===== src/rtl/core/wfv_pkg.sv =====
package wfv_pkg;

   localparam int MAX_WAYPOINTS_DEF = 64;

   localparam int POS_W   = 24;
   localparam int DIFF_W  = 25;
   localparam int SQ_W    = 50;
   localparam int ROOT_W  = 25;
   localparam int NUM_W   = 43;
   localparam int QUO_W   = 16;
   localparam int VEL_W   = 16;
   localparam int IDX_W   = 7;
   localparam int RAD_W   = 16;
   localparam int SPD_W   = 15;
   localparam int CSR_W   = 16;

   localparam logic [RAD_W-1:0] RADIUS_RESET = 16'd77;
   localparam logic [SPD_W-1:0] SPEED_RESET  = 15'd2048;

   // fallback route, Q15.8
   localparam logic [POS_W-1:0] FB0_X = 24'd1024;
   localparam logic [POS_W-1:0] FB1_X = 24'd2048;
   localparam logic [POS_W-1:0] FB_Y  = 24'd6656;

   localparam int STEP_CNT_W = 5;
   localparam logic [STEP_CNT_W-1:0] SQRT_STEPS = 5'd25;
   localparam logic [STEP_CNT_W-1:0] DIV_STEPS  = 5'd16;

   localparam logic CSR_ARRIVAL_RADIUS = 1'b0;
   localparam logic CSR_CRUISE_SPEED   = 1'b1;

   typedef enum logic [1:0] {
      NAV_MOVING  = 2'd0,
      NAV_REACHED = 2'd1,
      NAV_DONE    = 2'd2
   } nav_status_type;

   typedef enum logic [4:0] {
      OP_NONE,
      OP_LOAD,
      OP_TICK,
      OP_DIFF,
      OP_SQ_X,
      OP_SQ_Y,
      OP_SQ_R,
      OP_CMP,
      OP_SQRT_INIT,
      OP_SQRT_STEP,
      OP_SCALE_X,
      OP_SCALE_Y,
      OP_DIV_INIT,
      OP_DIV_STEP,
      OP_STORE_X,
      OP_STORE_Y,
      OP_RESULT
   } dp_op_type;

   typedef struct packed {
      dp_op_type op;
   } dp_cmd_type;

   typedef struct packed {
      logic hover;
      logic near;
      logic zero;
   } dp_status_type;

endpackage


===== src/rtl/core/wfv_ctrl.sv =====
module wfv_ctrl (
   input  logic                  clock,
   input  logic                  reset,
   input  logic                  req_valid,
   input  logic                  req_cmd,
   output logic                  req_ready,
   input  logic                  rsp_ready,
   output logic                  rsp_valid,
   input  wfv_pkg::dp_status_type status,
   output wfv_pkg::dp_cmd_type   cmd
);

   typedef enum logic [4:0] {
      ST_IDLE, ST_DIFF, ST_SQX, ST_SQY, ST_SQR, ST_CMP, ST_DECIDE, ST_SQRT,
      ST_SCX, ST_DIVIX, ST_DIVX, ST_STX, ST_SCY, ST_DIVIY, ST_DIVY, ST_STY, ST_FIN
   } state_type;

   state_type                          state_ff, state_in;
   logic [wfv_pkg::STEP_CNT_W-1:0]     cnt_ff, cnt_in;
   logic                               rsp_valid_ff, rsp_valid_in;
   wfv_pkg::dp_op_type                 op;
   logic                               out_free;

   assign req_ready = (state_ff == ST_IDLE);
   assign rsp_valid = rsp_valid_ff;
   assign cmd.op    = op;
   assign out_free  = !rsp_valid_ff || rsp_ready;

   always_comb begin
      state_in     = state_ff;
      cnt_in       = cnt_ff;
      rsp_valid_in = rsp_valid_ff && !rsp_ready;
      op           = wfv_pkg::OP_NONE;
      case (state_ff)
         ST_IDLE: begin
            if (req_valid) begin
               if (req_cmd) begin
                  op       = wfv_pkg::OP_TICK;
                  state_in = ST_DIFF;
               end else begin
                  op = wfv_pkg::OP_LOAD;
               end
            end
         end
         ST_DIFF: begin
            op       = wfv_pkg::OP_DIFF;
            state_in = status.hover ? ST_FIN : ST_SQX;
         end
         ST_SQX: begin
            op       = wfv_pkg::OP_SQ_X;
            state_in = ST_SQY;
         end
         ST_SQY: begin
            op       = wfv_pkg::OP_SQ_Y;
            state_in = ST_SQR;
         end
         ST_SQR: begin
            op       = wfv_pkg::OP_SQ_R;
            state_in = ST_CMP;
         end
         ST_CMP: begin
            op       = wfv_pkg::OP_CMP;
            state_in = ST_DECIDE;
         end
         ST_DECIDE: begin
            op     = wfv_pkg::OP_SQRT_INIT;
            cnt_in = '0;
            state_in = (status.near || status.zero) ? ST_FIN : ST_SQRT;
         end
         ST_SQRT: begin
            op     = wfv_pkg::OP_SQRT_STEP;
            cnt_in = cnt_ff + 1'b1;
            if (cnt_ff == wfv_pkg::SQRT_STEPS - 1'b1) state_in = ST_SCX;
         end
         ST_SCX: begin
            op       = wfv_pkg::OP_SCALE_X;
            state_in = ST_DIVIX;
         end
         ST_DIVIX: begin
            op       = wfv_pkg::OP_DIV_INIT;
            cnt_in   = '0;
            state_in = ST_DIVX;
         end
         ST_DIVX: begin
            op     = wfv_pkg::OP_DIV_STEP;
            cnt_in = cnt_ff + 1'b1;
            if (cnt_ff == wfv_pkg::DIV_STEPS - 1'b1) state_in = ST_STX;
         end
         ST_STX: begin
            op       = wfv_pkg::OP_STORE_X;
            state_in = ST_SCY;
         end
         ST_SCY: begin
            op       = wfv_pkg::OP_SCALE_Y;
            state_in = ST_DIVIY;
         end
         ST_DIVIY: begin
            op       = wfv_pkg::OP_DIV_INIT;
            cnt_in   = '0;
            state_in = ST_DIVY;
         end
         ST_DIVY: begin
            op     = wfv_pkg::OP_DIV_STEP;
            cnt_in = cnt_ff + 1'b1;
            if (cnt_ff == wfv_pkg::DIV_STEPS - 1'b1) state_in = ST_STY;
         end
         ST_STY: begin
            op       = wfv_pkg::OP_STORE_Y;
            state_in = ST_FIN;
         end
         ST_FIN: begin
            // hold until the output register is free
            if (out_free) begin
               op           = wfv_pkg::OP_RESULT;
               rsp_valid_in = 1'b1;
               state_in     = ST_IDLE;
            end
         end
         default: state_in = ST_IDLE;
      endcase
   end

   always_ff @(posedge clock) begin
      if (reset) begin
         state_ff     <= ST_IDLE;
         cnt_ff       <= '0;
         rsp_valid_ff <= 1'b0;
      end else begin
         state_ff     <= state_in;
         cnt_ff       <= cnt_in;
         rsp_valid_ff <= rsp_valid_in;
      end
   end

endmodule


===== config.mk =====
export PLATFORM = sky130hd
export DESIGN_NAME = wfv_ctrl
export DESIGN_NICKNAME = d
export VERILOG_FILES = /design/src/rtl/core/wfv_pkg.sv /design/src/rtl/core/wfv_ctrl.sv
export SDC_FILE = /design/constraint.sdc
export NUM_CORES = 1
export LEC_CHECK = 0
export BUFFER_PORTS_ARGS = -buffer_cell sky130_fd_sc_hd__buf_2
export CAP_MARGIN = 5
export CELL_PAD_IN_SITES_DETAIL_PLACEMENT = 0
export CELL_PAD_IN_SITES_GLOBAL_PLACEMENT = 2
export CORE_MARGIN = 5
export CORE_UTILIZATION = 31
export CTS_CLUSTER_DIAMETER = 80
export DETAILED_ROUTE_END_ITERATION = 8
export PLACE_DENSITY = 0.89
export SYNTH_ARGS = -nofsm -noshare
export SYNTH_HDL_FRONTEND = slang
export SYNTH_SLANG_ARGS = --single-unit

===== constraint.sdc =====
create_clock -name clock -period 2.11 [get_ports clock]
set_clock_uncertainty 0.15 [all_clocks]
set_input_delay 0.3165 -clock clock [delete_from_list [all_inputs] [get_ports clock]]
set_output_delay 0.3165 -clock clock [all_outputs]
set_load 0.05 [all_outputs]

==> results_dict.tcl, run 1 <==
set metrics [dict create \
    outcome "finished clean" \
    path_clk_slew_ps 70 \
    cp_data_arrival_time_ps 1570 \
    clk_latency_ps 260 \
    post_cts_buffers 0 \
    placed_area_um2 977 \
    grt_antenna_before_repair 0 \
    yosysTopAreaCell "dfxtp_1" \
    dieWidth_um 61.7 \
    finalCritPeriodShare_pct 96.4 \
    clock-root-buffer "clkbuf_4" \
    fmax_ghz 0.492 \
    viasPerCell 5.35 \
    synth_top_family_by_area "simple AND/OR/NAND/NOR gates" \
    htree_levels 1 \
    ant_nets 0 \
    worstMarginPinSlew_ps 409 \
    yosys.area_share.simple_pct 27.8 \
    io_buffers 14 \
    area_delta_synth_final_pct 24.8 \
    netlist_top_cells_count "dfxtp_1, nor2_1, a21oi_1, inv_1" \
    crit_type "reg2out" \
    min_path_type "in2reg" \
    synth_compound_area_share_pct 24.7 \
    seqPwrFrac_pct 34.5 \
    powerDensity_nw_per_um2 685 \
    clock_path_buffers 2 \
    syn_area_per_cell_um2 8.03 \
    io_pins 15 \
    synth-seq-cells 11 \
    start_kind "flop" \
    wl_per_cell_um 13.3 \
    drive_above_1_share_pct 29.2 \
    yosys_warnings 0 \
    drc 0 \
    synth_flop_cell "dfxtp_1" \
    clkPwrFrac_pct 20.0 \
    finalSetupTns_ps 0 \
    synth-seq-area-share_pct 26.6 \
    final_area_um2 1030 \
    placedCellCount 146 \
    fin_util_pct 40.9 \
    synthCells 103 \
    netlist_top_cells_area "dfxtp_1, a21oi_1, ha_1" \
    power_frac_comb_pct 45.4 \
    instances_no_fill 150 \
    grt_pass1_vias 732 \
    max_slew_margin_pct 72.7 \
    cts.sinks 11 \
    first_pass_iters 4 \
    synth_edf_count 0 \
    fin_nets 132 \
    syn_nets 114 \
    setup_viol 0 \
    initial_core_util_pct 32.8 \
    syn_area_um2 827 \
    synth_top_area_share_pct 26.6 \
    p_int_uw 417 \
    drtIter0Drc 21 \
    wirelength_um 2000 \
    slew_violations 0 \
    antenna_cells 0 \
    power.switching_uw 289 \
    hpwl_um 1530 \
    cts_tree "done" \
    core_um2 2520 \
    muxShareOfSynthArea_pct 3.63 \
    synthAdderAreaFrac_pct 4.54 \
    power_leakage_uw 0.000430 \
    gp_congestion 0.769 \
    peakVddDrop_v 0.000344 \
    path_max_fanout 10 \
    ys_types 41 \
    async_reset_ff_share_pct 0 \
    vias 802 \
    die_h_um 61.7 \
    row_count 18 \
    hold_viol 0 \
    grt_first_pass_wirelength_um 3350 \
    die_area_um2 3800 \
    synth_xor_area_share_pct 3.18 \
    post-synth-top-count-cell "dfxtp_1" \
    grt_start_max_net_pins 16 \
    grt_use_total_pct 12.0 \
    cts_inserted_buffers 3 \
    min_period_ps 2030 \
    grt.overflow.total 0 \
    cap_violations 0 \
    swShare_pct 40.9 \
    critPathRequiredTime_ps 1640 \
    cp-end-kind "primary output" \
]
final cells by class:
class                      count  area [µm²]
inverter                       7        26.3
tap                           30        37.5
timing repair buffer          22         143
fill                         280        1490
sequential                    11         228
clock buffer                   4        26.3
multi-input combinational     76         572
power by group through the flow:
stage               logic, µW  registers (µW)  clock network [µW]
finish                    321             244                 142
global route              347             246                 165
CTS                       304             243                 153
detailed placement        300             246                   0
global placement          298             246                   0
floorplan                 252             229                   0
worst paths after layout:
check	cells past startpoint	from	to	slack, ps
setup / recovery	4	state_ff[0]$_SDFFE_PP0P_	cmd[0]	80
hold / removal	2	reset	state_ff[0]$_SDFFE_PP0P_	160
setup reg to reg	6	cnt_ff[0]$_SDFFE_PP0P_	state_ff[2]$_SDFFE_PP0P_	320
hold reg to reg	1	cnt_ff[4]$_SDFFE_PP0P_	cnt_ff[4]$_SDFFE_PP0P_	340
cells by family (layout without fill, tap and decap cells):
kind of cell	count (synthesis)	after routing
XOR/XNOR	3	3
multiplexers	3	3
buffers and inverters	16	33
AND/OR/NAND/NOR	37	37
adder cells (fa/ha/maj)	3	3
flip-flops	11	11
AO/OA/AOI/OAI	30	30
registers in the layout (all words and copies together) (netlist names):
signal     cells
rsp_valid      1
cnt_ff         5
state_ff       5
stage by stage:
step	hold WS [ps]	setup WS, ps	total power (µW)
final	164	77.0	707
after global routing	159	-0.559	759
after CTS	159	1.99	700
after detailed placement	337	193	545
after global placement	325	187	543
after floorplan	304	6.33	481
per-layer routing:
metal  global-route usage, %  up-vias  part of all wire, %
li1                        -      412                    -
met1                    14.4      373                   45
met2                    20.3       15                   48
met3                    2.73        2                  5.9
met4                    5.45        0                 0.75
met5                       0        -                    0
what timing repair did:
action / CTS / global route
gates resized for setup: 4 / 10
setup endpoints to repair: 5 / 5
hold buffers: 0 / 0
critical path, stage by stage, from the launching register on:
cell and delay, ps:
dfxtp_4 390, buf_4 190, o21bai_1 200, a311oi_4 290, buf_4 240
cell usage in the layout, fill, tap and decap left out, drive strengths merged, types with 4 or more instances in the layout:
master,n
clkbuf,6
nor2,10
o21ai,4
dfxtp,11
nand2,4
buf,20
a21oi,9
nand3b,4
inv,6
(Power assumes the default switching activity.)
==> run 2: changes to the inputs <==
--- a/config.mk
+++ b/config.mk
@@ -14,6 +14,7 @@
 export CTS_CLUSTER_DIAMETER = 80
 export DETAILED_ROUTE_END_ITERATION = 8
 export PLACE_DENSITY = 0.89
+export RECOVER_POWER = 100
 export SYNTH_ARGS = -nofsm -noshare
 export SYNTH_HDL_FRONTEND = slang
 export SYNTH_SLANG_ARGS = --single-unit
==> run 2 against run 1 <==
Effect of this change: utilization down 0.20 points; critical path depth stayed put; via count down 0.12%; wire length decreased by 0.15%; cell area decreased by 0.48%; largest cell class unchanged; worst hold slack about the same; setup slack improved by 0.51 ps; first-iteration DRC count grew 4.8%; clock power about the same; global-route usage stayed put; fmax about the same.
==> results_dict.tcl, run 2 (synthesis gave the netlist of run 1 again) <==
set metrics [dict create \
    worstMarginPinSlew_ps 592 \
    finalSetupTns_ps 0 \
    path_max_fanout 10 \
    wirelength_um 2000 \
    cts.sinks 11 \
    cp_cell_sequence "buf_4, o21bai_1, a311oi_4, buf_4" \
    area_delta_synth_final_pct 24.2 \
    viasPerCell 5.34 \
    r2r_start "cnt_ff[0]$_SDFFE_PP0P_" \
    clock-root-buffer "clkbuf_4" \
    grt_first_pass_wirelength_um 3350 \
    power_leakage_uw 0.000421 \
    outcome "finished clean" \
    hpwl_um 1530 \
    placedCellCount 146 \
    instances_no_fill 150 \
    min_path_type "in2reg" \
    core_um2 2520 \
    crit_family "compound AO/OA/AOI/OAI gates" \
    max_slew_margin_pct 60.7 \
    critPathRequiredTime_ps 1640 \
    row_count 18 \
    drive_above_1_share_pct 27.5 \
    grt_antenna_before_repair 0 \
    path_clk_slew_ps 70 \
    finalCritPeriodShare_pct 96.3 \
    cp-end-kind "primary output" \
    clock_path_buffers 2 \
    drtIter0Drc 22 \
    postCtsHoldBufs 0 \
    grt_use_total_pct 12.0 \
    slew_violations 0 \
    rr_worst_depth 6 \
    dieWidth_um 61.7 \
    cap_violations 0 \
    met2_wirelength_um 956 \
    total_power_uw 701 \
    r2r_slack_ps 320 \
    io_buffers 14 \
    ant_nets 0 \
    cp_common_cell "buf_4" \
    setup_viol 0 \
    fmax_ghz 0.492 \
    fin_nets 132 \
    met1_length_um 908 \
    first_pass_iters 4 \
    vias 801 \
    htree_levels 1 \
    initial_core_util_pct 32.8 \
    io_pins 15 \
    wl_per_cell_um 13.3 \
    crit_slowest_cell "dfxtp_4" \
    die_area_um2 3800 \
    powerDensity_nw_per_um2 682 \
    wl_met3_um 119 \
    drc 0 \
    die_h_um 61.7 \
    routed.top_layer "met4" \
    grt_start_max_net_pins 16 \
    gp_congestion 0.769 \
    timing.rr.end "state_ff[2]$_SDFFE_PP0P_" \
    clk_latency_ps 260 \
    grt_pass1_vias 732 \
    crit_end "cmd[0]" \
    antenna_cells 0 \
    cts_inserted_buffers 3 \
    cp-startpoint "state_ff[0]$_SDFFE_PP0P_" \
    fin_hold_ws_ps 164 \
    grt.overflow.total 0 \
    slowest_delay_ps 390 \
    mostFrequentLayoutCells "nor2_1, buf_4, a21oi_1, dfxtp_1, buf_2" \
    critical_path_buf_inv_count 2 \
    cp_data_arrival_time_ps 1570 \
    start_kind "flop" \
    hold_viol 0 \
    crit_type "reg2out" \
    min_period_ps 2030 \
    peakVddDrop_v 0.000344 \
    cp_num_cells 4 \
    cts_tree "done" \
]
## run 2: repair_timing
item	4_1_cts	5_1_grt
setup endpoints to repair	5	5
pin swaps	0	0
resized for setup	4	10
endpoints found under the hold margin	0	0
buffers inserted	0	0
## run 2: stage by stage
stage,utilization (%),cell area (µm²),setup slack [ps]
floorplan,-,862,6.33
global placement,38.7,977,187
detailed placement,38.7,977,193
CTS,40.0,1010,1.99
global route,40.7,1030,-0.559
finish,40.7,1030,77.5
## run 2: routing by layer
layer	vias up	track usage, %
li1	411	-
met1	373	14.4
met2	15	20.3
met3	2	2.73
met4	0	5.45
met5	-	0
## run 2: how the worst min path moves through the flow
| stage | startpoint | end | cells past startpoint |
|---|---|---|---|
| 2_1_floorplan | cnt_ff[4]$_SDFFE_PP0P_ | cnt_ff[4]$_SDFFE_PP0P_ | 1 |
| 3_3_place_gp | cnt_ff[4]$_SDFFE_PP0P_ | cnt_ff[4]$_SDFFE_PP0P_ | 1 |
| 3_5_place_dp | cnt_ff[4]$_SDFFE_PP0P_ | cnt_ff[4]$_SDFFE_PP0P_ | 1 |
| 4_1_cts | reset | state_ff[0]$_SDFFE_PP0P_ | 2 |
| 5_1_grt | reset | state_ff[0]$_SDFFE_PP0P_ | 2 |
| 6_report | reset | state_ff[0]$_SDFFE_PP0P_ | 2 |
## run 2: worst reg2reg max path, delay by kind of cell (launching register included)
family | cells | cell delay, ps
multiplexers | 1 | 140
AND/OR/NAND/NOR | 3 | 660
adder cells (fa/ha/maj) | 2 | 390
flip-flops | 1 | 340
## run 2: power breakdown
| part | leakage, µW | internal [µW] | switching (µW) |
|---|---|---|---|
| Sequential | 0.0000911 | 220 | 23.9 |
| Clock | 0.0000150 | 73.1 | 68.5 |
| Combinational | 0.000315 | 118 | 197 |
| Total | 0.000421 | 411 | 290 |
## run 2: area by class of cell
type / count / area (µm²)
Tap cell: 30 / 37.5
Multi-Input combinational cell: 76 / 572
Inverter: 7 / 26.3
Sequential cell: 11 / 228
Timing Repair Buffer: 22 / 138
Fill cell: 282 / 1500
Clock buffer: 4 / 26.3
